**src/sv/lcwr_pkg.sv**
```systemverilog
// package of shared constants for the load cell weight reader
package lcwr_pkg;

	localparam int ADC_BITS_DEF       = 24;
	localparam int GAIN_FRAC_BITS_DEF = 32;

	localparam int CFG_IDX_W  = 2;
	localparam int CFG_DATA_W = 32;
	localparam int NET_W      = 33;

	localparam logic [CFG_IDX_W-1:0] REG_ENABLE = 2'd0;
	localparam logic [CFG_IDX_W-1:0] REG_GAIN   = 2'd1;
	localparam logic [CFG_IDX_W-1:0] REG_TARE   = 2'd2;

	localparam logic [CFG_DATA_W-1:0] GAIN_RESET = 32'd6335301;
	localparam logic [CFG_DATA_W-1:0] TARE_RESET = 32'd0;

endpackage

```
**src/sv/lcwr_in_if.sv**
```systemverilog
// request channel carrying the sampled converter data line
interface lcwr_in_if;

	logic valid;
	logic ready;
	logic dout_level;

	modport source (output valid, output dout_level, input ready);
	modport sink   (input valid, input dout_level, output ready);

endinterface

```
**src/sv/lcwr_out_if.sv**
```systemverilog
// result channel carrying clock level and weight
interface lcwr_out_if import lcwr_pkg::*; ();

	logic                    valid;
	logic                    ready;
	logic                    sck_level;
	logic                    weight_valid;
	logic                    above_tare;
	logic signed [NET_W-1:0] net_weight;

	modport source (output valid, output sck_level, output weight_valid,
		output above_tare, output net_weight, input ready);
	modport sink   (input valid, input sck_level, input weight_valid,
		input above_tare, input net_weight, output ready);

endinterface

```
**src/sv/load_cell_weight_reader_core.sv**
```systemverilog
// top level of the load cell weight reader
//
// each request on sample is one half-bit tick of the serial link and carries
// the level read on the converter data line; each request gives exactly one
// result on result: the clock level to drive for that tick, and on the tick
// that closes a reading the weight fields
// the serial state machine steps on acceptance; the reading then passes a
// multiply stage and a tare compare stage, registered in stage 1, stage 2
// and stage 3; one request per cycle is taken while result is not stalled
// the tare decision of the first reading of a pair feeds back from the
// compare stage, well ahead of the next reading's last tick
// cfg_we, cfg_index and cfg_data write enable, gain and tare; write only
// while no request is in flight
// reset clears the pipeline, idles the link with the clock low and loads the
// register defaults
// when result is stalled the stages fill up in turn and sample.ready drops
// only once all three hold a request
module load_cell_weight_reader_core import lcwr_pkg::*; #(
	parameter int ADC_BITS       = ADC_BITS_DEF,
	parameter int GAIN_FRAC_BITS = GAIN_FRAC_BITS_DEF
) (
	input  logic                  clk,
	input  logic                  arst_n,
	input  logic                  cfg_we,
	input  logic [CFG_IDX_W-1:0]  cfg_index,
	input  logic [CFG_DATA_W-1:0] cfg_data,
	lcwr_in_if.sink               sample,
	lcwr_out_if.source            result
);

	localparam int CNT_W    = $clog2(ADC_BITS + 1);
	localparam int PROD_W   = ADC_BITS + CFG_DATA_W;
	localparam int SHIFT    = GAIN_FRAC_BITS - 8;
	localparam int SCALED_W = PROD_W - SHIFT;
	localparam int CMP_W    = ((SCALED_W > CFG_DATA_W) ? SCALED_W : CFG_DATA_W) + 1;
	localparam logic [ADC_BITS-1:0] TOP_BIT = {1'b1, {(ADC_BITS-1){1'b0}}};

	localparam logic [2:0] PH_WAIT  = 3'd0;
	localparam logic [2:0] PH_HIGH  = 3'd1;
	localparam logic [2:0] PH_LOW   = 3'd2;
	localparam logic [2:0] PH_XHIGH = 3'd3;
	localparam logic [2:0] PH_XLOW  = 3'd4;

	logic                  enable_q;
	logic [CFG_DATA_W-1:0] gain_q;
	logic [CFG_DATA_W-1:0] tare_q;

	logic [2:0]          phase_q, phase_d;
	logic [CNT_W-1:0]    bit_count_q, bit_count_d, cnt_inc;
	logic [ADC_BITS-1:0] shift_q, shift_d;
	logic                second_read_q;
	logic                sck_d, xlow_d;

	logic                v1_s1, v2_s2, v3_s3;
	logic                sck_s1, xlow_s1, second_s1;
	logic [ADC_BITS-1:0] reading_s1;
	logic                sck_s2, xlow_s2, second_s2;
	logic [SCALED_W-1:0] scaled_s2;
	logic                sck_s3, wv_s3, above_s3;
	logic signed [NET_W-1:0] net_s3;

	logic                adv1, adv2, adv3, accept;
	logic [PROD_W-1:0]   prod;
	logic [CMP_W-1:0]    scaled_x, tare_x, diff;
	logic                above_cmp;

	// stage handshake
	assign adv3   = !v3_s3 || result.ready;
	assign adv2   = !v2_s2 || adv3;
	assign adv1   = !v1_s1 || adv2;
	assign accept = sample.valid && adv1;
	assign sample.ready = adv1;

	// configuration registers
	always_ff @(posedge clk or negedge arst_n) begin
		if (!arst_n) begin
			enable_q <= 1'b0;
			gain_q   <= GAIN_RESET;
			tare_q   <= TARE_RESET;
		end else if (cfg_we) begin
			case (cfg_index)
				REG_ENABLE: enable_q <= cfg_data[0];
				REG_GAIN:   gain_q   <= cfg_data;
				REG_TARE:   tare_q   <= cfg_data;
				default: ;
			endcase
		end
	end

	// serial link sequencer
	always_comb begin
		phase_d     = phase_q;
		bit_count_d = bit_count_q;
		shift_d     = shift_q;
		sck_d       = 1'b0;
		xlow_d      = 1'b0;
		cnt_inc     = bit_count_q + 1'b1;
		if (!enable_q) begin
			phase_d     = PH_WAIT;
			bit_count_d = '0;
			shift_d     = '0;
		end else begin
			case (phase_q)
				PH_HIGH: begin
					sck_d   = 1'b1;
					phase_d = PH_LOW;
				end
				PH_LOW: begin
					shift_d     = {shift_q[ADC_BITS-2:0], sample.dout_level};
					bit_count_d = cnt_inc;
					phase_d     = (cnt_inc >= CNT_W'(ADC_BITS)) ? PH_XHIGH : PH_HIGH;
				end
				PH_XHIGH: begin
					sck_d   = 1'b1;
					phase_d = PH_XLOW;
				end
				PH_XLOW: begin
					xlow_d      = 1'b1;
					bit_count_d = '0;
					shift_d     = '0;
					phase_d     = PH_WAIT;
				end
				default: begin
					phase_d = PH_WAIT;
					if (!sample.dout_level) begin
						bit_count_d = '0;
						shift_d     = '0;
						phase_d     = PH_HIGH;
					end
				end
			endcase
		end
	end

	always_ff @(posedge clk or negedge arst_n) begin
		if (!arst_n) begin
			phase_q     <= PH_WAIT;
			bit_count_q <= '0;
			shift_q     <= '0;
		end else if (accept) begin
			phase_q     <= phase_d;
			bit_count_q <= bit_count_d;
			shift_q     <= shift_d;
		end
	end

	// pair tracking, fed back from the compare stage
	always_ff @(posedge clk or negedge arst_n) begin
		if (!arst_n) begin
			second_read_q <= 1'b0;
		end else if (accept && !enable_q) begin
			second_read_q <= 1'b0;
		end else if (v2_s2 && adv3 && xlow_s2) begin
			second_read_q <= !second_s2 && above_cmp;
		end
	end

	// stage valids
	always_ff @(posedge clk or negedge arst_n) begin
		if (!arst_n) begin
			v1_s1 <= 1'b0;
			v2_s2 <= 1'b0;
			v3_s3 <= 1'b0;
		end else begin
			if (adv1) v1_s1 <= sample.valid;
			if (adv2) v2_s2 <= v1_s1;
			if (adv3) v3_s3 <= v2_s2;
		end
	end

	// stage 1: tick outcome and offset binary reading
	always_ff @(posedge clk) begin
		if (accept) begin
			sck_s1     <= sck_d;
			xlow_s1    <= xlow_d;
			second_s1  <= second_read_q;
			reading_s1 <= shift_q ^ TOP_BIT;
		end
	end

	// stage 2: gain scaling
	assign prod = PROD_W'(reading_s1) * PROD_W'(gain_q);

	always_ff @(posedge clk) begin
		if (v1_s1 && adv2) begin
			sck_s2    <= sck_s1;
			xlow_s2   <= xlow_s1;
			second_s2 <= second_s1;
			scaled_s2 <= prod[PROD_W-1:SHIFT];
		end
	end

	// stage 3: tare compare and net weight
	assign scaled_x  = CMP_W'(scaled_s2);
	assign tare_x    = CMP_W'(tare_q);
	assign above_cmp = scaled_x > tare_x;
	assign diff      = scaled_x - tare_x;

	always_ff @(posedge clk) begin
		if (v2_s2 && adv3) begin
			sck_s3   <= sck_s2;
			wv_s3    <= 1'b0;
			above_s3 <= 1'b0;
			net_s3   <= '0;
			if (xlow_s2) begin
				if (second_s2) begin
					wv_s3    <= 1'b1;
					above_s3 <= 1'b1;
					net_s3   <= $signed(diff[NET_W-1:0]);
				end else if (!above_cmp) begin
					wv_s3 <= 1'b1;
				end
			end
		end
	end

	assign result.valid        = v3_s3;
	assign result.sck_level    = sck_s3;
	assign result.weight_valid = wv_s3;
	assign result.above_tare   = above_s3;
	assign result.net_weight   = net_s3;

endmodule

```
**src/flat_wrapper.sv**
```systemverilog
// flat-port wrapper written by rule: the top's interface ports become plain ports
module load_cell_weight_reader_core_flat import lcwr_pkg::*;
#(
	parameter int ADC_BITS       = ADC_BITS_DEF,
	parameter int GAIN_FRAC_BITS = GAIN_FRAC_BITS_DEF
)
  (clk, arst_n, cfg_we, cfg_index, cfg_data, sample_valid, sample_dout_level, sample_ready, result_valid, result_sck_level, result_weight_valid, result_above_tare, result_net_weight, result_ready);
  lcwr_in_if sample_i ();
  lcwr_out_if result_i ();
  input  logic clk;
  input  logic arst_n;
  input  logic cfg_we;
  input  logic [CFG_IDX_W-1:0] cfg_index;
  input  logic [CFG_DATA_W-1:0] cfg_data;
  input wire logic [$bits(sample_i.valid)-1:0] sample_valid;
  input wire logic [$bits(sample_i.dout_level)-1:0] sample_dout_level;
  output wire logic [$bits(sample_i.ready)-1:0] sample_ready;
  output wire logic [$bits(result_i.valid)-1:0] result_valid;
  output wire logic [$bits(result_i.sck_level)-1:0] result_sck_level;
  output wire logic [$bits(result_i.weight_valid)-1:0] result_weight_valid;
  output wire logic [$bits(result_i.above_tare)-1:0] result_above_tare;
  output wire logic [$bits(result_i.net_weight)-1:0] result_net_weight;
  input wire logic [$bits(result_i.ready)-1:0] result_ready;
  assign sample_i.valid = sample_valid;
  assign sample_i.dout_level = sample_dout_level;
  assign sample_ready = sample_i.ready;
  assign result_valid = result_i.valid;
  assign result_sck_level = result_i.sck_level;
  assign result_weight_valid = result_i.weight_valid;
  assign result_above_tare = result_i.above_tare;
  assign result_net_weight = result_i.net_weight;
  assign result_i.ready = result_ready;
  load_cell_weight_reader_core #(.ADC_BITS(ADC_BITS), .GAIN_FRAC_BITS(GAIN_FRAC_BITS)) u_core (.clk(clk), .arst_n(arst_n), .cfg_we(cfg_we), .cfg_index(cfg_index), .cfg_data(cfg_data), .sample(sample_i), .result(result_i));
endmodule
```
**config.mk**
```make
export PLATFORM = sky130hd
export DESIGN_NAME = load_cell_weight_reader_core_flat
export DESIGN_NICKNAME = d
export VERILOG_FILES = /design/src/sv/lcwr_pkg.sv /design/src/sv/lcwr_in_if.sv /design/src/sv/lcwr_out_if.sv /design/src/sv/load_cell_weight_reader_core.sv /design/src/flat_wrapper.sv
export SDC_FILE = /design/constraint.sdc
export NUM_CORES = 2
export LEC_CHECK = 0
export BUFFER_PORTS_ARGS = -buffer_cell sky130_fd_sc_hd__buf_4
export CAP_MARGIN = 10
export CORE_AREA = 2 2 227 229
export CTS_CLUSTER_DIAMETER = 150
export CTS_CLUSTER_SIZE = 40
export DETAILED_ROUTE_END_ITERATION = 7
export DIE_AREA = 0 0 229 231
export PLACE_DENSITY = 0.83
export SYNTH_ARGS = -nofsm -noshare
export SYNTH_HDL_FRONTEND = slang
export SYNTH_SLANG_ARGS = --single-unit
```
**constraint.sdc**
```tcl
create_clock -name clk -period 8.5 [get_ports clk]
set_clock_uncertainty 0.05 [all_clocks]
set_input_delay 0.85 -clock clk [delete_from_list [all_inputs] [get_ports clk]]
set_output_delay 0.85 -clock clk [all_outputs]
set_load 0.02 [all_outputs]
```
[Yosys cells after proc, flatten, opt, wreduce, memory -nomap -nowiden]
Cells that the tools add are included.
Cells by class
  add/sub/neg operators: 2
  $mul: 1
  magnitude comparators: 2
  eq/ne operators: 8
  mux-type cells: 17
  bitwise operators: 1
  reductions and logical operators: 22
Operators with widths (count)
  24-bit case mux with 3 select lines: 1
  24-bit by 32-bit multiplier with 56-bit output: 1
  24-bit two-way mux: 2
  32-bit by 32-bit subtractor with 33-bit output: 1
  32-bit greater-than comparator: 1
  5-bit case mux with 3 select lines: 1
  3-bit case mux with 4 select lines: 1
  5-bit two-way mux: 2
  1-bit two-way mux: 8
  2-bit AND reduction: 4
  3-bit by 2-bit == test with 1-bit output, second input constant: 2
  1-bit logical AND: 6
  5-bit by 1-bit adder with 5-bit output, second input constant: 1
  5-bit >= comparator, second input constant: 1
  1-bit logical NOT: 5
  4-bit != test, second input constant: 1
  3-bit by 1-bit == test with 1-bit output, second input constant: 1
  3-bit == test, second input constant: 1
  1-bit logical OR: 3
  3-bit two-way mux: 1
  3-bit AND reduction: 1
  2-bit by 1-bit == test with 1-bit output, second input constant: 1
  2-bit == test, second input constant: 1
  2-bit logical NOT: 1
  5 further kinds: 5
Storage, ports and cells
  flip-flop bits (word level): 199
  word-level logic and storage cells: 75

[Depth between registers and ports, before layout]
  word-level depth: 7
  gate-level depth with buffers: 26
  gate-level depth less buffers: 24

[Least setup slack after synthesis]
Ideal clock, no wire load.
  path kind: register to register
  start point: reg u_core.gain_q[22]
  end point: reg u_core.scaled_s2[27] (data pin)
  arrival: 6.529 ns
  setup slack: 1.662 ns
  cell stages (with the launch flop): 24
  clock period less this slack: 6.838 ns
  cells stage by stage: dfstp_2 -> clkbuf_1 -> and2_1 -> fa_1 -> fa_1 -> inv_1 -> fa_1 -> fa_1 -> inv_1 -> fa_1 -> fa_1 -> inv_1 -> fa_1 -> inv_1 -> ha_1 -> a2111oi_2 -> o21ai_1 -> a221o_1 -> a32o_1 -> a21o_4 -> o211ai_4 -> o21bai_1 -> a211oi_1 -> nor2_1
Between the ends
  cells in the longest elaborated chain, start to end: 1
Ends and longest elaborated chain
  start, declared: RTL line load_cell_weight_reader_core.sv:45  | logic [CFG_DATA_W-1:0] gain_q;
  start signal, assigned: RTL line load_cell_weight_reader_core.sv:83  | REG_GAIN: gain_q <= cfg_data;
  24-bit by 32-bit multiplier with 56-bit output: RTL line load_cell_weight_reader_core.sv:182  | assign prod = PROD_W'(reading_s1) * PROD_W'(gain_q);
  via u_core.prod[51]: RTL line load_cell_weight_reader_core.sv:63  | logic [PROD_W-1:0] prod;
  end signal, assigned: RTL line load_cell_weight_reader_core.sv:189  | scaled_s2 <= prod[PROD_W-1:SHIFT];
  end, declared: RTL line load_cell_weight_reader_core.sv:58  | logic [SCALED_W-1:0] scaled_s2;
The timed path passes the listed nets, and every way through them passes these cells.
A chain may end at the register's enable or synchronous reset.

[Final worst setup path]
  start point: reg u_core.reading_s1[1]
  end point: reg u_core.scaled_s2[10] (data pin)
Between the ends
  cells in the longest elaborated chain, start to end: 1
Ends and longest elaborated chain
  start, declared: RTL line load_cell_weight_reader_core.sv:56  | logic [ADC_BITS-1:0] reading_s1;
  start signal, assigned: RTL line load_cell_weight_reader_core.sv:177  | reading_s1 <= shift_q ^ TOP_BIT;
  24-bit by 32-bit multiplier with 56-bit output: RTL line load_cell_weight_reader_core.sv:182
  via u_core.prod[34]: RTL line load_cell_weight_reader_core.sv:63
The timed path passes the listed nets, and every way through them passes these cells.

==> impl_results.md <==
- Die height: 231 um
- Setup crit end: u_core.scaled_s2[10]$_DFFE_PP_
- Critical path class: flop to flop
- Crit path DAT: 7.92 ns
- Fraction of layout cells with a size suffix above 1: 0.07639
- # placed instances: 4091
- # DRC: 0
- ANT nets after route: 0
- Largest net degree at the start of global routing: 64
- Crit end category: flop
- H-tree Lvls: 4
- Global-route wire length before repair: 134.3 mm
- Yosys top cell area share: 0.3992
- Placer Congestion: 0.9344
- GRT overflow: 0
- Antenna violations before repair: 1
- Ant. Diodes: 0
- Cells after synthesis: 3440
- Final min period: 7.748 ns
- Startpoint types: flop
- Multi-input logic area: 24080 um2
- # hold bufs at CTS: 0
- R2R Path Start: u_core.reading_s1[1]$_DFFE_PP_
- Die width: 229 um
- Area delta synth->final: 5.692%
- R2R Setup Slk: 0.75 ns
- Worst Tran Pin Value: 1.237 ns
- Leading cell type in the layout, fill and taps excluded: inv_1
- Clock Latency Late Sink: 0.48 ns
- Clk root buf: clkbuf_16
- Port Buffers: 77
- Post-DP HPWL: 63.52 mm
- Flip-flop and latch count after synthesis: 199
- Async SR Flop Fraction: 0.5075
- Fillers: 3748
- Setup TNS: 0 ns
- Site Rows: 83
- Routed len/inst: 19.89 um
- Fmax: 0.1291 GHz
- Worst Hold Class: input port to async pin
- Final net count: 4340
- YS warnings: 0
- Vias in the first global route: 25850
- Synth top area cells: fa_1 (40%), edfxtp_1 (8.9%), inv_1 (8.5%), ha_1 (8.0%), and2_1 (7.4%)
- Detailed Route WL: 81.99 mm
- Cell Area, Synth: 32990 um2
- Reg2Reg Depth: 21
- Avg Cell Area, Syn: 9.591 um2
- CTS tree: built
- Register area share after synthesis: 0.1662
- DR pass1 iterations: 8
- Via count: 23890
- Worst Path Required: 8.67 ns
- Die ar.: 52900 um2
- CTS Buf Count: 17
- Crit Path Max Fanout: 17
- Post-Syn Nets: 4350
- Endpoints failing setup: 0
- Slew HR: 0.1753
- Leading cell types in the layout, fill and taps excluded: inv_1 (750), fa_1 (658), nand2_1 (494)
- Post_cts resized: 0
- GRT Total Usage: 0.3281
- CTS sink count: 199
- RSZ-0062 raised after global routing: false
- RR Endpoint: u_core.scaled_s2[10]$_DFFE_PP_
- Synth area leader: fa_1
- Bufs on Longest Clock Path: 2
- Max Cap Violations: 0
- Tcrit/Tclk final: 0.9115
- # IOs: 78
- Core region area: 50680 um2
- Post-CTS setup buffers: 0
- Initial drt markers: 1796
- Distinct cell type count after synthesis: 66
- Final Hold Fails: 0
- Via/cell ratio: 5.795
- Layout Cells excl Fill: 4123
- Origin of the worst setup path: u_core.reading_s1[1]$_DFFE_PP_
- Max Transition Viols Final: 0
- Initial Utilization: 0.6510
- Predominant post-synthesis flop cell: edfxtp_1
- Register Area: 5483 um2
- Status: completed
- Number of synthesized flops with an enable pin: 98
- CTS clk-pin slew, worst paths: 0.08 ns
==> synthesized netlist by cell type (17+ instances only) <==
cell type  number
o21ai_0        73
a21oi_1        81
clkbuf_1      162
a21o_1         36
xnor2_1        31
mux2_2         67
dfrtp_1        91
nor2b_1        17
fa_1          658
nand4_1        18
nor2_1         52
nand2_1       494
edfxtp_1       98
ha_1          212
xor2_1         19
and2_1        388
inv_1         750
nor3_1         25
==> stage by stage <==
| stage | area [um2] | hold WS (ns) | utilization | worst slack, ns |
|---|---|---|---|---|
| 6_report | 34870 | 0.3016 | 0.6881 | 0.7521 |
| 3_3_place_gp | 34250 | 0.3518 | 0.6758 | 0.9804 |
| 3_5_place_dp | 34250 | 0.3652 | 0.6758 | 0.9020 |
| 2_1_floorplan | 32990 | 0.3503 | - | 1.662 |
| 5_1_grt | 34870 | 0.3326 | 0.6881 | 0.4877 |
| 4_1_cts | 34870 | 0.3125 | 0.6881 | 0.8663 |
==> per-layer routing <==
metal | global-route usage | wire length [um] | vias to the layer above
met5 | 0 | 0 | -
li1 | - | - | 10300
met2 | 0.5641 | 40870 | 1180
met1 | 0.3987 | 29350 | 12070
met3 | 0.05620 | 6825 | 347
met4 | 0.1733 | 4946 | 0
==> state kept, by name, indices dropped and copies added (netlist names), 3 cells and up <==
| signal | count |
|---|---|
| u_core.reading_s1 | 24 |
| u_core.tare_q | 32 |
| u_core.scaled_s2 | 32 |
| u_core.shift_q | 24 |
| u_core.result.net_weight | 33 |
| u_core.phase_q | 3 |
| u_core.gain_q | 32 |
| u_core.bit_count_q | 5 |
==> worst min path at each step <==
stage          cells after the start                                 to
6_report                           1     u_core.shift_q[17]$_DFFE_PN0P_
5_1_grt                            1     u_core.shift_q[17]$_DFFE_PN0P_
4_1_cts                            1     u_core.shift_q[17]$_DFFE_PN0P_
3_5_place_dp                       0            u_core.sck_s2$_DFFE_PP_
3_3_place_gp                       0            u_core.sck_s2$_DFFE_PP_
2_1_floorplan                      0  u_core.result.sck_level$_DFFE_PP_
==> cell families after synthesis <==
kind of cell | count (synthesis) | synth area share
simple gates | 1064 | 0.1598
buf+inv | 915 | 0.1041
fa+ha+maj | 870 | 0.4796
compound gates | 272 | 0.05320
flops | 199 | 0.1662
mux | 70 | 0.02378
xor+xnor | 50 | 0.01327
==> worst max-delay path, cell delays in order (launching register included) <==
cell and delay (ns):
edfxtp_1 0.95, buf_4 0.36, and2_1 0.18, fa_1 0.45, fa_1 0.55, inv_1 0.06
fa_1 0.56, fa_1 0.46, fa_1 0.54, inv_1 0.05, fa_1 0.50, fa_1 0.44
ha_1 0.40, nand2_1 0.11, or3_1 0.34, or3_1 0.36, o32ai_2 0.34, or2_1 0.22
nand3_1 0.14, nand2b_1 0.16, a31oi_1 0.11, xnor2_1 0.16
==> area by class of cell <==
type | count | area share
Clock buffer | 17 | 0.01220
Clock inverter | 15 | 0.005741
Inverter | 750 | 0.08073
Multi-Input combinational cell | 2326 | 0.6904
Sequential cell | 199 | 0.1572
Tap cell | 680 | 0.02440
Timing Repair Buffer | 136 | 0.02928
Power is not shown: default switching activity piles up to over one toggle a cycle in this logic, so the estimate is an artifact.
